`src/design/dmc_pkg.sv`:
```
package dmc_pkg;

    localparam int unsigned RUN_W   = 8;
    localparam int unsigned TIME_W  = 16;
    localparam int unsigned COUNT_W = 8;
    localparam int unsigned OP_W    = 2;
    localparam int unsigned PHASE_W = 2;

    localparam int unsigned APB_DATA_W = 32;
    localparam int unsigned APB_ADDR_W = 5;

    localparam logic [RUN_W-1:0]  ENTER_TICKS_RST    = RUN_W'(8);
    localparam logic [RUN_W-1:0]  LEAVE_TICKS_RST    = RUN_W'(8);
    localparam logic [RUN_W-1:0]  CONFIRM_TICKS_RST  = RUN_W'(40);
    localparam logic [TIME_W-1:0] MIN_INTERVAL_RST   = TIME_W'(250);
    localparam logic [TIME_W-1:0] COOLDOWN_TICKS_RST = TIME_W'(600);

    typedef enum logic [2:0] {
        REG_ENTER_TICKS    = 3'd0,
        REG_LEAVE_TICKS    = 3'd1,
        REG_CONFIRM_TICKS  = 3'd2,
        REG_MIN_INTERVAL   = 3'd3,
        REG_COOLDOWN_TICKS = 3'd4
    } t_reg_idx;

    typedef enum logic [OP_W-1:0] {
        OP_TICK  = 2'd0,
        OP_REARM = 2'd1,
        OP_CLEAR = 2'd2
    } t_op;

    typedef enum logic [PHASE_W-1:0] {
        PH_WAIT_LOW   = 2'd0,
        PH_WAIT_LEAVE = 2'd1,
        PH_WAIT_HIGH  = 2'd2,
        PH_COUNTED    = 2'd3
    } t_phase;

    typedef struct packed {
        logic [RUN_W-1:0]  enter_ticks;
        logic [RUN_W-1:0]  leave_ticks;
        logic [RUN_W-1:0]  confirm_ticks;
        logic [TIME_W-1:0] min_interval;
        logic [TIME_W-1:0] cooldown_ticks;
    } t_cfg;

    typedef struct packed {
        logic [OP_W-1:0] op;
        logic            left_sensor;
        logic            right_sensor;
        logic            inhibit;
    } t_item;

    typedef struct packed {
        logic [COUNT_W-1:0] count;
        logic               counted;
        logic               rejected;
        logic               frozen;
        logic [PHASE_W-1:0] qualifier_phase;
    } t_res;

endpackage

```
`src/design/dmc_in_if.sv`:
```
interface dmc_in_if;
    logic                       valid;
    logic                       ready;
    logic [dmc_pkg::OP_W-1:0]   op;
    logic                       left_sensor;
    logic                       right_sensor;
    logic                       inhibit;

    modport source (output valid, output op, output left_sensor, output right_sensor,
                    output inhibit, input ready);
    modport sink (input valid, input op, input left_sensor, input right_sensor,
                  input inhibit, output ready);
endinterface

```
`src/design/dmc_out_if.sv`:
```
interface dmc_out_if;
    logic                          valid;
    logic                          ready;
    logic [dmc_pkg::COUNT_W-1:0]   count;
    logic                          counted;
    logic                          rejected;
    logic                          frozen;
    logic [dmc_pkg::PHASE_W-1:0]   qualifier_phase;

    modport source (output valid, output count, output counted, output rejected,
                    output frozen, output qualifier_phase, input ready);
    modport sink (input valid, input count, input counted, input rejected,
                  input frozen, input qualifier_phase, output ready);
endinterface

```
`src/design/debounced_marker_counter.sv`:
```
// Marker crossing counter with sensor debounce. Each input word is one 1 ms tick
// (or a rearm/clear command) and yields exactly one result word in the cycle after it
// is taken. One word is accepted every clock cycle: the whole per-tick update of
// the qualifier, cooldown timer and tick clock is one combinational step on the
// state registers, and the result register lets the next word in while a result
// waits; input ready drops only when the result register is full and the sink
// stalls. Registers on the APB port (byte address 4*index): enter_ticks,
// leave_ticks, confirm_ticks, min_interval, cooldown_ticks; write them only while
// no result is outstanding.
module debounced_marker_counter (
    input  logic                              i_clk,
    input  logic                              i_rst_n,
    dmc_in_if.sink                            i_in,
    dmc_out_if.source                         o_out,
    input  logic                              psel,
    input  logic                              penable,
    input  logic                              pwrite,
    input  logic [dmc_pkg::APB_ADDR_W-1:0]    paddr,
    input  logic [dmc_pkg::APB_DATA_W-1:0]    pwdata,
    output logic [dmc_pkg::APB_DATA_W-1:0]    prdata,
    output logic                              pready
);

    dmc_pkg::t_cfg  w_cfg;
    dmc_pkg::t_item w_item;
    dmc_pkg::t_res  w_res;
    dmc_pkg::t_res  r_res;
    logic           r_out_valid;
    logic           w_accept;

    dmc_cfg u_cfg (
        .i_clk   (i_clk),
        .i_rst_n (i_rst_n),
        .psel    (psel),
        .penable (penable),
        .pwrite  (pwrite),
        .paddr   (paddr),
        .pwdata  (pwdata),
        .prdata  (prdata),
        .pready  (pready),
        .o_cfg   (w_cfg)
    );

    assign w_item.op           = i_in.op;
    assign w_item.left_sensor  = i_in.left_sensor;
    assign w_item.right_sensor = i_in.right_sensor;
    assign w_item.inhibit      = i_in.inhibit;

    assign i_in.ready = !r_out_valid || o_out.ready;
    assign w_accept   = i_in.valid && i_in.ready;

    dmc_core u_core (
        .i_clk    (i_clk),
        .i_rst_n  (i_rst_n),
        .i_accept (w_accept),
        .i_item   (w_item),
        .i_cfg    (w_cfg),
        .o_res    (w_res)
    );

    always_ff @(posedge i_clk) begin
        if (!i_rst_n) begin
            r_out_valid <= 1'b0;
        end else if (w_accept) begin
            r_out_valid <= 1'b1;
        end else if (o_out.ready) begin
            r_out_valid <= 1'b0;
        end
    end

    always_ff @(posedge i_clk) begin
        if (w_accept) begin
            r_res <= w_res;
        end
    end

    assign o_out.valid           = r_out_valid;
    assign o_out.count           = r_res.count;
    assign o_out.counted         = r_res.counted;
    assign o_out.rejected        = r_res.rejected;
    assign o_out.frozen          = r_res.frozen;
    assign o_out.qualifier_phase = r_res.qualifier_phase;

endmodule

```
`src/design/dmc_cfg.sv`:
```
module dmc_cfg (
    input  logic                              i_clk,
    input  logic                              i_rst_n,
    input  logic                              psel,
    input  logic                              penable,
    input  logic                              pwrite,
    input  logic [dmc_pkg::APB_ADDR_W-1:0]    paddr,
    input  logic [dmc_pkg::APB_DATA_W-1:0]    pwdata,
    output logic [dmc_pkg::APB_DATA_W-1:0]    prdata,
    output logic                              pready,
    output dmc_pkg::t_cfg                     o_cfg
);

    dmc_pkg::t_cfg     r_cfg;
    dmc_pkg::t_reg_idx w_idx;
    logic              w_wr;

    assign w_idx  = dmc_pkg::t_reg_idx'(paddr[dmc_pkg::APB_ADDR_W-1:2]);
    assign w_wr   = psel && penable && pwrite;
    assign pready = 1'b1;
    assign o_cfg  = r_cfg;

    always_ff @(posedge i_clk) begin
        if (!i_rst_n) begin
            r_cfg.enter_ticks    <= dmc_pkg::ENTER_TICKS_RST;
            r_cfg.leave_ticks    <= dmc_pkg::LEAVE_TICKS_RST;
            r_cfg.confirm_ticks  <= dmc_pkg::CONFIRM_TICKS_RST;
            r_cfg.min_interval   <= dmc_pkg::MIN_INTERVAL_RST;
            r_cfg.cooldown_ticks <= dmc_pkg::COOLDOWN_TICKS_RST;
        end else if (w_wr) begin
            case (w_idx)
                dmc_pkg::REG_ENTER_TICKS:
                    r_cfg.enter_ticks <= pwdata[dmc_pkg::RUN_W-1:0];
                dmc_pkg::REG_LEAVE_TICKS:
                    r_cfg.leave_ticks <= pwdata[dmc_pkg::RUN_W-1:0];
                dmc_pkg::REG_CONFIRM_TICKS:
                    r_cfg.confirm_ticks <= pwdata[dmc_pkg::RUN_W-1:0];
                dmc_pkg::REG_MIN_INTERVAL:
                    r_cfg.min_interval <= pwdata[dmc_pkg::TIME_W-1:0];
                dmc_pkg::REG_COOLDOWN_TICKS:
                    r_cfg.cooldown_ticks <= pwdata[dmc_pkg::TIME_W-1:0];
                default: ;
            endcase
        end
    end

    always_comb begin
        prdata = '0;
        case (w_idx)
            dmc_pkg::REG_ENTER_TICKS:
                prdata = dmc_pkg::APB_DATA_W'(r_cfg.enter_ticks);
            dmc_pkg::REG_LEAVE_TICKS:
                prdata = dmc_pkg::APB_DATA_W'(r_cfg.leave_ticks);
            dmc_pkg::REG_CONFIRM_TICKS:
                prdata = dmc_pkg::APB_DATA_W'(r_cfg.confirm_ticks);
            dmc_pkg::REG_MIN_INTERVAL:
                prdata = dmc_pkg::APB_DATA_W'(r_cfg.min_interval);
            dmc_pkg::REG_COOLDOWN_TICKS:
                prdata = dmc_pkg::APB_DATA_W'(r_cfg.cooldown_ticks);
            default:
                prdata = '0;
        endcase
    end

endmodule

```
`src/design/dmc_core.sv`:
```
module dmc_core (
    input  logic           i_clk,
    input  logic           i_rst_n,
    input  logic           i_accept,
    input  dmc_pkg::t_item i_item,
    input  dmc_pkg::t_cfg  i_cfg,
    output dmc_pkg::t_res  o_res
);

    dmc_pkg::t_phase                 r_phase,       n_phase;
    logic [dmc_pkg::RUN_W-1:0]       r_enter_run,   n_enter_run;
    logic [dmc_pkg::RUN_W-1:0]       r_leave_run,   n_leave_run;
    logic [dmc_pkg::RUN_W-1:0]       r_confirm_run, n_confirm_run;
    logic                            r_cd_on,       n_cd_on;
    logic [dmc_pkg::TIME_W-1:0]      r_cd_elapsed,  n_cd_elapsed;
    logic [dmc_pkg::TIME_W-1:0]      r_tick_now,    n_tick_now;
    logic [dmc_pkg::TIME_W-1:0]      r_last_count,  n_last_count;
    logic [dmc_pkg::COUNT_W-1:0]     r_total,       n_total;
    logic                            n_counted;
    logic                            n_rejected;

    logic                            w_both_low;
    logic                            w_both_high;
    logic [dmc_pkg::TIME_W-1:0]      w_gap;

    assign w_both_low  = !i_item.left_sensor && !i_item.right_sensor;
    assign w_both_high = i_item.left_sensor && i_item.right_sensor;

    always_comb begin
        n_phase       = r_phase;
        n_enter_run   = r_enter_run;
        n_leave_run   = r_leave_run;
        n_confirm_run = r_confirm_run;
        n_cd_on       = r_cd_on;
        n_cd_elapsed  = r_cd_elapsed;
        n_tick_now    = r_tick_now;
        n_last_count  = r_last_count;
        n_total       = r_total;
        n_counted     = 1'b0;
        n_rejected    = 1'b0;
        w_gap         = '0;

        case (dmc_pkg::t_op'(i_item.op))
            dmc_pkg::OP_REARM, dmc_pkg::OP_CLEAR: begin
                n_cd_on       = 1'b0;
                n_phase       = dmc_pkg::PH_WAIT_LOW;
                n_enter_run   = '0;
                n_leave_run   = '0;
                n_confirm_run = '0;
                if (dmc_pkg::t_op'(i_item.op) == dmc_pkg::OP_CLEAR) begin
                    n_total = '0;
                end
            end
            dmc_pkg::OP_TICK: begin
                if (r_cd_on && (r_cd_elapsed != '1)) begin
                    n_cd_elapsed = r_cd_elapsed + 1'b1;
                end
                n_tick_now = r_tick_now + 1'b1;
                w_gap      = n_tick_now - r_last_count;

                if (!r_cd_on && !i_item.inhibit) begin
                    unique case (r_phase)
                        dmc_pkg::PH_WAIT_LOW: begin
                            if (w_both_low) begin
                                n_enter_run = r_enter_run + 1'b1;
                                if (n_enter_run >= i_cfg.enter_ticks) begin
                                    n_phase     = dmc_pkg::PH_WAIT_LEAVE;
                                    n_enter_run = '0;
                                end
                            end else begin
                                n_enter_run = '0;
                            end
                        end
                        dmc_pkg::PH_WAIT_LEAVE: begin
                            if (!w_both_low) begin
                                n_leave_run = r_leave_run + 1'b1;
                                if (n_leave_run >= i_cfg.leave_ticks) begin
                                    n_phase       = dmc_pkg::PH_WAIT_HIGH;
                                    n_leave_run   = '0;
                                    n_confirm_run = '0;
                                end
                            end else begin
                                n_leave_run = '0;
                            end
                        end
                        dmc_pkg::PH_WAIT_HIGH: begin
                            if (w_both_high) begin
                                n_confirm_run = r_confirm_run + 1'b1;
                                if (n_confirm_run >= i_cfg.confirm_ticks) begin
                                    n_confirm_run = '0;
                                    if (w_gap < i_cfg.min_interval) begin
                                        n_phase     = dmc_pkg::PH_WAIT_LOW;
                                        n_enter_run = '0;
                                        n_leave_run = '0;
                                        n_rejected  = 1'b1;
                                    end else begin
                                        n_last_count = n_tick_now;
                                        n_total      = r_total + 1'b1;
                                        n_phase      = dmc_pkg::PH_COUNTED;
                                        n_counted    = 1'b1;
                                    end
                                    n_cd_on      = 1'b1;
                                    n_cd_elapsed = '0;
                                end
                            end else begin
                                n_confirm_run = '0;
                            end
                        end
                        dmc_pkg::PH_COUNTED: ;
                    endcase
                end

                if (n_cd_on && (n_cd_elapsed >= i_cfg.cooldown_ticks)) begin
                    n_cd_on     = 1'b0;
                    n_phase     = dmc_pkg::PH_WAIT_LOW;
                    n_enter_run = '0;
                    n_leave_run = '0;
                end
            end
            default: ;
        endcase
    end

    always_comb begin
        o_res.count           = n_total;
        o_res.counted         = n_counted;
        o_res.rejected        = n_rejected;
        o_res.frozen          = n_cd_on;
        o_res.qualifier_phase = n_phase;
    end

    always_ff @(posedge i_clk) begin
        if (!i_rst_n) begin
            r_phase       <= dmc_pkg::PH_WAIT_LOW;
            r_enter_run   <= '0;
            r_leave_run   <= '0;
            r_confirm_run <= '0;
            r_cd_on       <= 1'b0;
            r_cd_elapsed  <= '0;
            r_tick_now    <= '0;
            r_last_count  <= '0;
            r_total       <= '0;
        end else if (i_accept) begin
            r_phase       <= n_phase;
            r_enter_run   <= n_enter_run;
            r_leave_run   <= n_leave_run;
            r_confirm_run <= n_confirm_run;
            r_cd_on       <= n_cd_on;
            r_cd_elapsed  <= n_cd_elapsed;
            r_tick_now    <= n_tick_now;
            r_last_count  <= n_last_count;
            r_total       <= n_total;
        end
    end

endmodule
```
`src/flat_wrapper.sv`:
```
// flat-port wrapper written by rule: the top's interface ports become plain ports
module debounced_marker_counter_flat 
  (i_clk, i_rst_n, psel, penable, pwrite, paddr, pwdata, prdata, pready, i_in_valid, i_in_op, i_in_left_sensor, i_in_right_sensor, i_in_inhibit, i_in_ready, o_out_valid, o_out_count, o_out_counted, o_out_rejected, o_out_frozen, o_out_qualifier_phase, o_out_ready);
  dmc_in_if i_in_i ();
  dmc_out_if o_out_i ();
  input  logic i_clk;
  input  logic i_rst_n;
  input  logic psel;
  input  logic penable;
  input  logic pwrite;
  input  logic [dmc_pkg::APB_ADDR_W-1:0] paddr;
  input  logic [dmc_pkg::APB_DATA_W-1:0] pwdata;
  output logic [dmc_pkg::APB_DATA_W-1:0] prdata;
  output logic pready;
  input wire logic [$bits(i_in_i.valid)-1:0] i_in_valid;
  input wire logic [$bits(i_in_i.op)-1:0] i_in_op;
  input wire logic [$bits(i_in_i.left_sensor)-1:0] i_in_left_sensor;
  input wire logic [$bits(i_in_i.right_sensor)-1:0] i_in_right_sensor;
  input wire logic [$bits(i_in_i.inhibit)-1:0] i_in_inhibit;
  output wire logic [$bits(i_in_i.ready)-1:0] i_in_ready;
  output wire logic [$bits(o_out_i.valid)-1:0] o_out_valid;
  output wire logic [$bits(o_out_i.count)-1:0] o_out_count;
  output wire logic [$bits(o_out_i.counted)-1:0] o_out_counted;
  output wire logic [$bits(o_out_i.rejected)-1:0] o_out_rejected;
  output wire logic [$bits(o_out_i.frozen)-1:0] o_out_frozen;
  output wire logic [$bits(o_out_i.qualifier_phase)-1:0] o_out_qualifier_phase;
  input wire logic [$bits(o_out_i.ready)-1:0] o_out_ready;
  assign i_in_i.valid = i_in_valid;
  assign i_in_i.op = i_in_op;
  assign i_in_i.left_sensor = i_in_left_sensor;
  assign i_in_i.right_sensor = i_in_right_sensor;
  assign i_in_i.inhibit = i_in_inhibit;
  assign i_in_ready = i_in_i.ready;
  assign o_out_valid = o_out_i.valid;
  assign o_out_count = o_out_i.count;
  assign o_out_counted = o_out_i.counted;
  assign o_out_rejected = o_out_i.rejected;
  assign o_out_frozen = o_out_i.frozen;
  assign o_out_qualifier_phase = o_out_i.qualifier_phase;
  assign o_out_i.ready = o_out_ready;
  debounced_marker_counter u_core (.i_clk(i_clk), .i_rst_n(i_rst_n), .i_in(i_in_i), .o_out(o_out_i), .psel(psel), .penable(penable), .pwrite(pwrite), .paddr(paddr), .pwdata(pwdata), .prdata(prdata), .pready(pready));
endmodule
```
`config.mk`:
```
export PLATFORM = sky130hd
export DESIGN_NAME = debounced_marker_counter_flat
export DESIGN_NICKNAME = d
export VERILOG_FILES = /design/src/design/dmc_pkg.sv /design/src/design/dmc_in_if.sv /design/src/design/dmc_out_if.sv /design/src/design/debounced_marker_counter.sv /design/src/design/dmc_cfg.sv /design/src/design/dmc_core.sv /design/src/flat_wrapper.sv
export SDC_FILE = /design/constraint.sdc
export NUM_CORES = 1
export LEC_CHECK = 0
export ABC_AREA = 0
export BUFFER_PORTS_ARGS = -buffer_cell sky130_fd_sc_hd__buf_2
export CAP_MARGIN = 0
export CORE_AREA = 2 2 151 153
export DETAILED_ROUTE_END_ITERATION = 7
export DIE_AREA = 0 0 153 155
export GPL_TIMING_DRIVEN = 0
export PLACE_DENSITY = 0.65
export SYNTH_ARGS = -nofsm -noshare
export SYNTH_HDL_FRONTEND = slang
export SYNTH_SLANG_ARGS = --single-unit
```
`constraint.sdc`:
```
create_clock -name i_clk -period 4.69 [get_ports i_clk]
set_input_delay 0.7035 -clock i_clk [delete_from_list [all_inputs] [get_ports i_clk]]
set_output_delay 0.7035 -clock i_clk [all_outputs]
set_load 0.02 [all_outputs]
```
# Word-level counts from Yosys, hierarchy flattened
# Cells that the tools add are included.
[totals] ff_bits=153 output_inout_bits=48 elab_cells=141
[classes] n_addsub=7 n_lt_le_gt_ge=5 n_eq_ne=19 n_mux=58 bitwise_logic=1 reduce_logical=31
[op_table] operator="two-way mux 8 bit" n=22
[op_table] operator="one-hot mux 8 bit (2 select lines)" n=7
[op_table] operator="two-way mux 16 bit" n=6
[op_table] operator="one-hot mux 16 bit (5 select lines)" n=1
[op_table] operator="adder 16 x 1 -> 16 bit, second input constant" n=2
[op_table] operator="adder 8 x 1 -> 8 bit, second input constant" n=4
[op_table] operator=">= comparator 8 bit" n=3
[op_table] operator="AND reduction 7 bit" n=3
[op_table] operator="two-way mux 2 bit" n=9
[op_table] operator=">= comparator 16 bit" n=1
[op_table] operator="< comparator 16 bit" n=1
[op_table] operator="inequality test 16 bit, second input constant" n=1
[op_table] operator="subtractor 16 bit" n=1
[op_table] operator="inequality test 4 bit, second input constant" n=3
[op_table] operator="AND reduction 2 bit" n=6
[op_table] operator="two-way mux 1 bit" n=10
[op_table] operator="inequality test 3 bit, second input constant" n=3
[op_table] operator="logical AND 1 bit" n=8
[op_table] operator="inequality test 4 x 2 -> 1 bit, second input constant" n=2
[op_table] operator="== test 3 x 2 -> 1 bit, second input constant" n=2
[op_table] operator="one-hot mux 2 bit (3 select lines)" n=1
[op_table] operator="AND reduction 6 bit" n=1
[op_table] operator="logical NOT 1 bit" n=5
[op_table] operator="AND reduction 5 bit" n=1
[op_table] operator="14 further kinds" n=18

# Longest topological paths before layout
# Gate-level depths: netlist of the first run.
[logic_depth] ltp_word=12 ltp_mapped=23

# Cells and area by module
# A second synthesis of the first run with hierarchy kept.
[unflattened] cells_unflattened=1220 hier_area_um2=10179.8
[by_module_without_submodules] mod="dmc_core" instances=1 cells_per_inst=910 area_each_um2=7009.2 seq_area_each_um2=1661.6
[by_module_without_submodules] mod="dmc_cfg" instances=1 cells_per_inst=292 area_each_um2=2722.6 seq_area_each_um2=1121.1
[by_module_without_submodules] mod="debounced_marker_counter" instances=1 cells_per_inst=18 area_each_um2=447.9 seq_area_each_um2=410.4

# Least setup slack after synthesis of the first run
# OpenSTA, ideal clock, no wires.
[synth_path] path_type="register to register" from="reg u_core.u_core.r_tick_now[0] in the netlist's numbering" to="reg u_core.u_core.r_total[6] in the netlist's numbering" t_arrival_ns=4.543 path_slack_ns=0.077 stages_incl_launch_ff=21 path_buffers=0 path_cell_list="dfxtp_1 -> ha_1 -> nand3_1 -> nor2_1 -> xor2_1 -> ha_1 -> or3_1 -> nand4b_1 -> a31o_2 -> a21o_1 -> a21o_1 -> a21oi_1 -> xnor2_1 -> ha_1 -> a41oi_1 -> o211a_1 -> a221oi_2 -> o2111a_4 -> nand2_1 -> or4_1 -> a21boi_1"
[synth_between] elab_chain_len=9
[synth_rtl] element="from (decl)" line_no="dmc_core.sv:16" source="logic [dmc_pkg::TIME_W-1:0] r_tick_now, n_tick_now;"
[synth_rtl] element="from (signal assigned)" line_no="dmc_core.sv:150" source="r_tick_now <= n_tick_now;"
[synth_rtl] element="adder 16 x 1 -> 16 bit" line_no="dmc_core.sv:58" source="n_tick_now = r_tick_now + 1'b1;"
[synth_rtl] element="subtractor 16 bit" line_no="dmc_core.sv:59" source="w_gap = n_tick_now - r_last_count;"
[synth_rtl] element="< comparator 16 bit" line_no="dmc_core.sv:91" source="if (w_gap < i_cfg.min_interval) begin"
[synth_rtl] element="two-way mux 8 bit" line_no="dmc_core.sv:91"
[synth_rtl] element="two-way mux 8 bit" line_no="dmc_core.sv:89" source="if (n_confirm_run >= i_cfg.confirm_ticks) begin"
[synth_rtl] element="two-way mux 8 bit" line_no="dmc_core.sv:87" source="if (w_both_high) begin"
[synth_rtl] element="two-way mux 8 bit" line_no="dmc_core.sv:62" source="unique case (r_phase)"
[synth_rtl] element="two-way mux 8 bit" line_no="dmc_core.sv:61" source="if (!r_cd_on && !i_item.inhibit) begin"
[synth_rtl] element="one-hot mux 8 bit (2 select lines)" line_no="dmc_core.sv:43" source="case (dmc_pkg::t_op'(i_item.op))"
[synth_rtl] element="to (signal assigned)" line_no="dmc_core.sv:152" source="r_total <= n_total;"
[synth_rtl] element="to (decl)" line_no="dmc_core.sv:18" source="logic [dmc_pkg::COUNT_W-1:0] r_total, n_total;"
# Every way passes these cells.
# A chain may end at the register's enable or synchronous reset.

# Worst setup path in the final report of the first run
# Ends and elaborated chain as after synthesis.

==> out/results.ini, run 1 <==
[status]
status=complete, but fails checks
failed_checks=negative setup slack

[layout]
layout-drive-gt1-share=0.1717
fin_nets=1477
syn_to_final_growth_pct=21.47
utilization=0.5381
fin_cells=1642
num_antenna_cells=0

[timing]
worst_pin_slew_ns=1.039
finalClockSkew_ns=0.008726
fin_crit_sh=1.005
slew_headroom=0.3050
fin_tns_setup_ns=-0.04404
whs_ns=0.4720
setup_viol=5
hold_viol_final=0
setup_ws_ns=-0.02164
period_minus_slack_ns=4.712
rsz0062_at_grt=true
drv_slew=0
fmax_mhz=212.2

[yosys]
async_flop_share=0
synth_common_cells=nand2_1, dfxtp_1, inv_1, ha_1, o21ai_0
syn_area_per_cell_sq_um=8.078
synthCells=1219
synth_top_area_share=0.2846
synth_seq_cells=153
synth_edf_count=13
yosysTopAreaCell=dfxtp_1
yosys_warnings=0
synth.area.top_cells=dfxtp_1, ha_1, nand2_1
ys.flop_type=dfxtp_1
syn-cell-area_sq_mm=0.009847
seq_area_frac_synth=0.3243
synth_most_common_cell=nand2_1
synth_cell_types=69

[worst_setup_path]
slowest_delay_ns=0.52
cp_common_cell=a21o_1
cp_slowest_cell=or4_4
critPathKind=register to register
crit_path_cell_trace=ha_4 -> nand3_4 -> nor2_4 -> xor2_2 -> ha_2 -> or3_4 -> nand4b_1 -> a31o_2 -> a21o_1 -> a21o_1 -> a21oi_2 -> xnor2_1 -> ha_1 -> a41oi_2 -> o211a_1 -> a221oi_4 -> buf_12 -> o2111a_4 -> nand2_4 -> or4_4 -> a21boi_2
startpoint_type=register
cp-end-kind=register
worst_ep_arrival_time_ns=5.07
cp.required_ns=5.05
cp_max_fo=6

[routing]
post_drt_wl_per_cell_um=16.61
drtAntennaViolNets=0
first_pass_iters=5
drc_errors=0
num_vias=9087
drt-total-wl_um=27280
vias_per_cell=5.534
drtIter0Drc=555

[global_route]
busiest_layer=met2
grt_usage=0.2267
antenna_found_initial=1
grt_pass1_wl_um=43490
grt_start_max_net_pins=20
met3_usage=0.04234
met1_usage=0.2973
met2_usage=0.3741
grt_pass1_vias=8525
grt-ovfl-total=0

[floorplan]
ioPinCount=97
start_util=0.4430
fp-row-count=55
die_h_um=155
core_area_sq_mm=0.02223
die_area_sq_mm=0.02372
die_x_um=153

[clocking]
htree_levels=4
cts_made_buffers=17
cts_tree=yes
cts_root_buf=clkbuf_16
clk_latency_ns=0.43
path_clk_slew_ns=0.06
clockBufferDepth=2
clock_sinks=153

[power_and_ir_drop]
ir_worst_vdd_mv=0.2286
leakage_uw=0.005023
powerDensity_mw_per_mm2=260.2

[job]
max_cap_violations=0

[place]
gp_congestion=0.8920
pre_cts_slack_ns=-0.9086
dp_cells=1579
dp_hpwl_um=20080
io_buffers=60

[hold_path]
hp-class=register to register

-- cell usage in the layout, fill, tap and decap left out, types with 5 or more instances in the layout --
cell type,count
nand3_1,58
buf_6,7
o21ai_1,8
xor2_1,24
nand4_1,12
a21oi_1,21
o21ai_0,57
dfxtp_4,6
o31ai_1,6
edfxtp_1,13
or3_1,13
mux2i_1,16
clkbuf_16,19
and2_1,15
dfxtp_2,6
buf_4,44
nor4_1,5
a21boi_0,48
nor3_1,16
inv_1,85
clkbuf_1,40
nor2_1,54
o211a_1,16
and3_1,11
nand2_1,199
nand2b_1,7
nor2b_1,24
xnor2_1,40
a22oi_1,16
a21o_1,11
buf_2,61
ha_1,79
o21a_1,11
conb_1,17
o211ai_1,22
o22ai_1,11
dfxtp_1,128
-- flip-flops by register name, indices dropped and copies added, names as in the netlist --
name and flops:
u_core.u_cfg.o_cfg 56, u_core.u_core.r_cd_elapsed 16, u_core.u_core.r_last_count 16, u_core.u_core.r_tick_now 16
u_core.o_out.count 8, u_core.u_core.r_confirm_run 8, u_core.u_core.r_enter_run 8, u_core.u_core.r_leave_run 8
u_core.u_core.r_total 8, u_core.o_out.qualifier_phase 2, u_core.u_core.r_phase 2, u_core.o_out.counted 1
u_core.o_out.frozen 1, u_core.o_out.rejected 1, u_core.o_out.valid 1, u_core.u_core.r_cd_on 1
-- timing repair --
| item | 4_1_cts | 5_1_grt |
|---|---|---|
| endpoints found under the setup margin | 56 | 52 |
| pin swaps | 24 | 41 |
| hold buffers | 0 | 0 |
| cloned | 0 | 1 |
| gates resized for setup | 55 | 69 |
| buffers inserted | 20 | 11 |
-- routing by layer --
metal	share of wire	routed length, um
met5	0	0
met4	0.027	741
met3	0.057	1557
met2	0.47	12800
met1	0.45	12170
-- power breakdown --
part | internal, uW | switching (uW)
combinational | 99.5 | 182
clock | 920 | 582
sequential | 1320 | 5.93
-- per-stage QoR --
| stage | instance area (sq um) | total power (uW) |
|---|---|---|
| 2_1_floorplan | 9903 | 1517 |
| 5_1_grt | 11960 | 3201 |
| 6_report | 11960 | 3113 |
| 3_5_place_dp | 10560 | 1604 |
| 4_1_cts | 11560 | 3104 |
| 3_3_place_gp | 10560 | 1602 |
-- cell families (layout without fill, tap and decap cells) --
logic type	after synthesis	after routing	synth area share
flip-flops	153	153	0.3243
AND/OR/NAND/NOR	458	458	0.2191
AO/OA/AOI/OAI	283	283	0.2029
other	2	17	0.0007627
multiplexers	17	17	0.01741
buffers and inverters	152	275	0.06582
adder cells (fa/ha/maj)	84	84	0.1075
XOR/XNOR	70	70	0.06226
-- layout make-up --
cell class | instances | area [sq um]
Fill cell | 2095 | 10270
Multi-Input combinational cell | 929 | 6464
Sequential cell | 153 | 3223
Timing Repair Buffer | 92 | 585.6
Clock buffer | 20 | 489.2
Buffer | 65 | 360.3
Tap cell | 285 | 356.6
Inverter | 86 | 322.8
Clock inverter | 12 | 160.2
-- worst paths after layout --
| path | from | to | slack, ns | cells after the start |
|---|---|---|---|---|
| setup / recovery | u_core.u_core.r_tick_now[0]$_SDFFE_PN0P_ | u_core.u_core.r_total[6]$_SDFFE_PN0P_ | -0.02 | 21 |
| hold / removal | u_core.u_cfg.o_cfg[15]$_SDFFE_PN0P_ | u_core.u_cfg.o_cfg[15]$_SDFFE_PN0P_ | 0.47 | 2 |
| setup reg to reg | u_core.u_core.r_tick_now[0]$_SDFFE_PN0P_ | u_core.u_core.r_total[6]$_SDFFE_PN0P_ | -0.02 | 21 |
| hold reg to reg | u_core.u_cfg.o_cfg[15]$_SDFFE_PN0P_ | u_core.u_cfg.o_cfg[15]$_SDFFE_PN0P_ | 0.47 | 2 |
-- worst max-delay path: cells and delay by family (launching register included) --
family | cells | cell delay [ns]
compound gates | 9 | 1.74
xor+xnor | 2 | 0.20
fa+ha+maj | 3 | 0.77
buf+inv | 1 | 0.17
flops | 1 | 0.39
simple gates | 6 | 1.38
(Power assumes the default switching activity.)
==> run 2, diff against run 1 <==
Settings changed: CORE_AREA 2 2 151 153 to 2 2 137 139, DIE_AREA 0 0 153 155 to 0 0 139 141, PLACE_DENSITY 0.65 to 0.77.
==> run 2 against run 1 <==
Net effect:
- the flow now finishes without violations
- combinational power decreased by 2%
- sequential power about the same
- highest routed layer unchanged
- global-route usage increased by 3.9 points
- setup slack improved by 0.031 ns
- first-iteration DRC count increased by 21%
- non-clock buffer count decreased by 5
- critical endpoint is now u_core.u_core.r_enter_run[2]$_SDFFE_PN0P_
- die area decreased by 17%
- sequential share of layout area increased by 0.62 points
==> out/results.ini, run 2 (synthesized netlist as in run 1, its figures left out) <==
[floorplan]
fp-row-count=50
die_h_um=141
start_util=0.5390
die_area_sq_mm=0.01960
ioPinCount=97
die_x_um=139
core_area_sq_mm=0.01827

[layout]
final_area_sq_mm=0.01168
fin_nets=1472
final_common_cell=nand2_1
fill_cells=1557
syn_to_final_growth_pct=18.59
largest_register_ffs=56
final_cell_mix=nand2_1, dfxtp_1, inv_1, ha_1, o21ai_0
layout-drive-gt1-share=0.1627

[timing]
rsz0062_at_grt=true
setup_ws_ns=0.009449
fin_crit_sh=0.9980
fin_tns_setup_ns=0
drv_slew=0
worst_pin_slew_ns=0.9556
finalClockSkew_ns=0.008459
period_minus_slack_ns=4.681
setup_viol=0
fmax_mhz=213.7
hold_viol_final=0
slew_headroom=0.3605

[routing]
drtIter0Drc=669
drt-total-wl_um=27230
vias_per_cell=5.865
drtAntennaViolNets=0
first_pass_iters=7
num_vias=9308
drc_errors=0
post_drt_wl_per_cell_um=17.16

[worst_setup_path]
crit_end=u_core.u_core.r_enter_run[2]$_SDFFE_PN0P_
r2r_start=u_core.u_core.r_tick_now[1]$_SDFFE_PN0P_
cp.required_ns=5.05
startpoint_type=register
worstSetupStartpoint=u_core.u_core.r_tick_now[1]$_SDFFE_PN0P_
cp_max_fo=5
rrSetupSlack_ns=0.009
critPathKind=register to register
worst_ep_arrival_time_ns=5.04
reg2reg_depth=23
cp-end-kind=register
r2r-end=u_core.u_core.r_enter_run[2]$_SDFFE_PN0P_

[place]
io_buffers=60
pre_cts_slack_ns=-0.8102
placed_cell_area_sq_mm=0.01050
gp_congestion=0.9314
dp_hpwl_um=19410

[clocking]
cts_made_buffers=17
path_clk_slew_ns=0.06
htree_levels=4
clockBufferDepth=2
clk_latency_ns=0.44
cts_root_buf=clkbuf_16
clock_sinks=153
cts_tree=yes

[global_route]
grt-ovfl-total=0
grt_start_max_net_pins=20
grt_pass1_vias=8460
antenna_found_initial=0
grt_pass1_wl_um=42000
grt_usage=0.2662

[job]
max_cap_violations=0

[status]
status=finished, final reports clean

[power_and_ir_drop]
ir_worst_vdd_mv=0.2987
leakage_uw=0.004922
powerDensity_mw_per_mm2=257.2

[hold_path]
hp-class=register to register

[run 2: repair_timing]
action	4_1_cts	5_1_grt
setup buffers	14	13
gates resized for setup	54	45
pin swaps	23	18
hold buffers	0	0
endpoints found under the setup margin	55	50
hold endpoints to repair	0	0
[run 2: power by group]
group	internal [uW]	switching, uW
sequential	1320	5.69
combinational	95.5	179
clock	832	567
total	2250	752
[run 2: area by class of cell]
| type | instances | area [sq um] | area share |
|---|---|---|---|
| diodes | 1 | 2.502 | 0.0002143 |
| plain buffers | 65 | 351.6 | 0.03011 |
| clock buffers | 19 | 432.9 | 0.03707 |
| clock inverters | 13 | 152.6 | 0.01307 |
| inverters | 86 | 322.8 | 0.02764 |
| multi-input cells | 929 | 6384 | 0.5467 |
| flip-flops and latches | 153 | 3219 | 0.2757 |
| well taps | 234 | 292.8 | 0.02507 |
| repair buffers | 87 | 519.2 | 0.04447 |
[run 2: metrics by stage]
| step | hold slack [ns] | utilization | power (uW) | cells |
|---|---|---|---|---|
| after floorplan | 0.4435 | - | 1517 | 1234 |
| after global placement | 0.4530 | 0.5746 | 1597 | 1528 |
| after detailed placement | 0.4620 | 0.5746 | 1600 | 1528 |
| after CTS | 0.4703 | 0.6229 | 2984 | 1574 |
| after global routing | 0.4930 | 0.6391 | 3085 | 1586 |
| final | 0.4711 | 0.6392 | 3004 | 1587 |
[run 2: worst min path at each step]
stage | to | slack, ns | depth (start not counted) | startpoint
6_report | u_core.u_cfg.o_cfg[14]$_SDFFE_PN0P_ | 0.47 | 2 | u_core.u_cfg.o_cfg[14]$_SDFFE_PN0P_
5_1_grt | u_core.u_cfg.o_cfg[11]$_SDFFE_PN0P_ | 0.49 | 2 | u_core.u_cfg.o_cfg[11]$_SDFFE_PN0P_
4_1_cts | u_core.u_cfg.o_cfg[14]$_SDFFE_PN0P_ | 0.47 | 2 | u_core.u_cfg.o_cfg[14]$_SDFFE_PN0P_
3_5_place_dp | u_core.u_cfg.o_cfg[14]$_SDFFE_PN0P_ | 0.46 | 2 | u_core.u_cfg.o_cfg[14]$_SDFFE_PN0P_
3_3_place_gp | u_core.u_cfg.o_cfg[11]$_SDFFE_PN0P_ | 0.45 | 2 | u_core.u_cfg.o_cfg[11]$_SDFFE_PN0P_
2_1_floorplan | u_core.u_cfg.o_cfg[12]$_SDFFE_PN0P_ | 0.44 | 2 | u_core.u_cfg.o_cfg[12]$_SDFFE_PN0P_
[run 2: critical path, cell delays in order, from the launching register on]
cell and delay, ns:
dfxtp_4 0.38, ha_4 0.17, nand3_4 0.10, nor2_4 0.17
xor2_2 0.10, ha_2 0.18, or3_1 0.33, nand4b_1 0.23
a31o_2 0.23, a21o_1 0.18, a21o_1 0.18, a21oi_2 0.13
xnor2_1 0.15, ha_1 0.30, a21oi_2 0.24, o211a_1 0.24
a221oi_4 0.08, buf_12 0.17, buf_6 0.12, nor3_4 0.16
o211ai_1 0.10, buf_4 0.18, or3b_1 0.37, o211ai_1 0.09
[run 2: layer usage]
layer / GRT usage / vias to the layer above / wire [um]
li1: - / 4478 / -
met1: 0.3371 / 4381 / 11590
met2: 0.4516 / 376 / 12980
met3: 0.05910 / 73 / 1844
met4: 0.08931 / 0 / 815
met5: 0 / - / 0
==> run 3, diff against run 2 <==
Settings changed: CORE_AREA 2 2 137 139 to 2 2 140 142, DIE_AREA 0 0 139 141 to 0 0 142 144, PLACE_DENSITY 0.77 to 0.76, SKIP_CTS_REPAIR_TIMING from default to 1, SYNTH_HIERARCHICAL from default to 1.
==> run 3 against run 2 <==
Net effect:
- fmax shrank 0.12%
- sequential power barely moved
- critical path depth down 1
- core utilization fell by 0.81 points
- clock power is essentially flat
- setup slack worse by 0.0055 ns
- sequential cell count did not move
- routed wire length hardly changed
- register-to-register slack about the same
- total power increased by 2.5%
- count of clock-buffer cells in the layout grew 7
- critical endpoint is now u_core/u_core/r_leave_run[3]$_SDFFE_PN0P_
- largest cell class unchanged
- highest routed layer unchanged
==> out/results.ini, run 3 <==
[yosys]
synth-compound-area-share=0.1754
syn-cell-area_sq_mm=0.01018
synth_seq_cells=153
synth_common_cells=nand2_1, dfxtp_1, inv_1, nor2_1, ha_1
yosysTopAreaCell=dfxtp_1
synth_top_area_share=0.2753
ys.flop_type=dfxtp_1
synth_most_common_cell=nand2_1
seq_area_frac_synth=0.3137
yosys_warnings=6
synth_edf_count=13
synth_cell_types=90
syn_area_per_cell_sq_um=8.344
synth_top_family_by_area=simple AND/OR/NAND/NOR gates
synth-simple-area-share=0.1989
synth.area.top_cells=dfxtp_1, ha_1, mux2i_1
muxShareOfSynthArea=0.07375
synth_fa_ha_area_frac=0.1040
async_flop_share=0
synthCells=1220
synth_xor_area_frac=0.05851

[global_route]
grt-ovfl-total=0
grt_pass1_wl_um=41880
grt_pass1_vias=8354
grt_start_max_net_pins=17
antenna_found_initial=0
grt_usage=0.2604

[power_and_ir_drop]
powerDensity_mw_per_mm2=255.7
ir_worst_vdd_mv=0.2611
leakage_uw=0.005147

[floorplan]
die_x_um=142
ioPinCount=97
start_util=0.5335
die_h_um=144
fp-row-count=51
die_area_sq_mm=0.02045
core_area_sq_mm=0.01908

[routing]
first_pass_iters=6
drc_errors=0
drt-total-wl_um=27220
drtAntennaViolNets=0
post_drt_wl_per_cell_um=17.16
vias_per_cell=5.782
num_vias=9171
drtIter0Drc=617

[place]
io_buffers=60
pre_cts_slack_ns=-1.045
dp_hpwl_um=19700
gp_congestion=0.8913

[worst_setup_path]
critPathKind=register to register
worst_ep_arrival_time_ns=4.96
cp_max_fo=9
cp.required_ns=4.96
r2r_start=u_core/u_core/r_tick_now[0]$_SDFFE_PN0P_
cp-end-kind=register
startpoint_type=register
rrSetupSlack_ns=0.004
reg2reg_depth=22
r2r-end=u_core/u_core/r_leave_run[3]$_SDFFE_PN0P_

[layout]
num_antenna_cells=0
fill_cells=1587
fin_nets=1469
syn_to_final_growth_pct=18.29
final_common_cell=nand2_1
final_cell_mix=nand2_1, dfxtp_1, inv_1, nor2_1, ha_1
layout-drive-gt1-share=0.1832
largest_register_ffs=56
utilization=0.6311

[timing]
setup_ws_ns=0.003912
drv_slew=0
fmax_mhz=213.4
finalClockSkew_ns=0.007570
setup_viol=0
fin_crit_sh=0.9992
hold_viol_final=0
rsz0062_at_grt=true
worst_pin_slew_ns=1.022
period_minus_slack_ns=4.686
slew_headroom=0.3008

[clocking]
cts_made_buffers=17
clockBufferDepth=2
clk_latency_ns=0.43
cts_tree=yes
htree_levels=4
clock_sinks=153
path_clk_slew_ns=0.06
cts_root_buf=clkbuf_16

[hold_path]
holdPathEnd=u_core/u_core/r_enter_run[7]$_SDFFE_PN0P_
hp-class=register to register
hold_start=u_core/u_core/r_enter_run[7]$_SDFFE_PN0P_
hold_depth=2

[status]
status=finished, final reports clean

[job]
max_cap_violations=0

-- run 3: routing by layer --
metal,track usage,up-vias,part of all wire
li1,-,4468,-
met1,0.3597,4361,0.47
met2,0.4137,298,0.46
met3,0.04834,44,0.054
met4,0.08158,0,0.020
met5,0,-,0
-- run 3: report_power, final --
group / switching (uW) / total, uW / internal (uW) / leakage (uW)
Sequential: 8.87 / 1340 / 1330 / 0.00127
Clock: 545 / 1430 / 881 / 0.000291
Combinational: 206 / 318 / 112 / 0.00359
Total: 759 / 3080 / 2320 / 0.00515
-- run 3: final cells by class --
| class | instances | area (sq um) | share of cell area |
|---|---|---|---|
| Inverter | 99 | 371.6 | 0.03086 |
| Clock inverter | 5 | 82.58 | 0.006858 |
| Clock buffer | 26 | 529.3 | 0.04395 |
| Sequential cell | 153 | 3223 | 0.2677 |
| Timing Repair Buffer | 84 | 481.7 | 0.04000 |
| Multi-Input combinational cell | 915 | 6656 | 0.5528 |
| Buffer | 66 | 399.1 | 0.03315 |
| Tap cell | 238 | 297.8 | 0.02473 |
-- run 3: worst max-delay path by stage --
stage | startpoint | endpoint | depth (start not counted)
final | u_core/u_core/r_tick_now[0]$_SDFFE_PN0P_ | u_core/u_core/r_leave_run[3]$_SDFFE_PN0P_ | 22
after global routing | u_core/u_core/r_confirm_run[0]$_SDFFE_PN0P_ | u_core/u_core/r_leave_run[3]$_SDFFE_PN0P_ | 24
after CTS | u_core/u_core/r_tick_now[0]$_SDFFE_PN0P_ | u_core/u_core/r_enter_run[6]$_SDFFE_PN0P_ | 21
after detailed placement | u_core/u_core/r_tick_now[0]$_SDFFE_PN0P_ | u_core/u_core/r_enter_run[6]$_SDFFE_PN0P_ | 21
after global placement | u_core/u_core/r_tick_now[0]$_SDFFE_PN0P_ | u_core/u_core/r_enter_run[1]$_SDFFE_PN0P_ | 21
after floorplan | u_core/u_core/r_tick_now[0]$_SDFFE_PN0P_ | u_core/u_core/r_enter_run[6]$_SDFFE_PN0P_ | 21
-- run 3: logic make-up (layout without fill, tap and decap cells) --
group | Yosys count | after routing
AOI/OAI and AO/OA | 261 | 261
xor gates and xnor gates | 68 | 68
adders and majority gates | 84 | 84
buffers and inverters | 167 | 280
DFF | 153 | 153
muxes | 74 | 74
other | 2 | 17
and+or+nand+nor | 411 | 411
-- run 3: metrics by stage --
stage	cell area (sq um)	std cells	hold WS, ns	setup TNS [ns]	total power, uW
after floorplan	10240	1235	0.4436	0	1565
after global placement	10840	1533	0.4564	-40.77	1651
after detailed placement	10840	1533	0.4656	-43.21	1654
after CTS	11450	1564	0.4742	-45.47	3063
after global routing	12040	1586	0.4955	-0.8670	3169
final	12040	1586	0.4747	0	3079
-- run 3: critical path, cell delays in order (launching register included) --
cell and delay (ns):
dfxtp_4 0.38, ha_4 0.16, nand3_4 0.13, nor2_4 0.19, nand3_4 0.13, xnor2_4 0.28
ha_4 0.25, and2_4 0.16, o21ai_4 0.17, o211ai_1 0.13, a31o_2 0.23, a21oi_2 0.16
xnor2_2 0.16, ha_1 0.28, a21o_1 0.22, a2111oi_4 0.27, a211oi_2 0.13, o21ai_2 0.29
buf_4 0.18, a311oi_4 0.08, buf_6 0.16, o31ai_2 0.27, a21oi_1 0.12
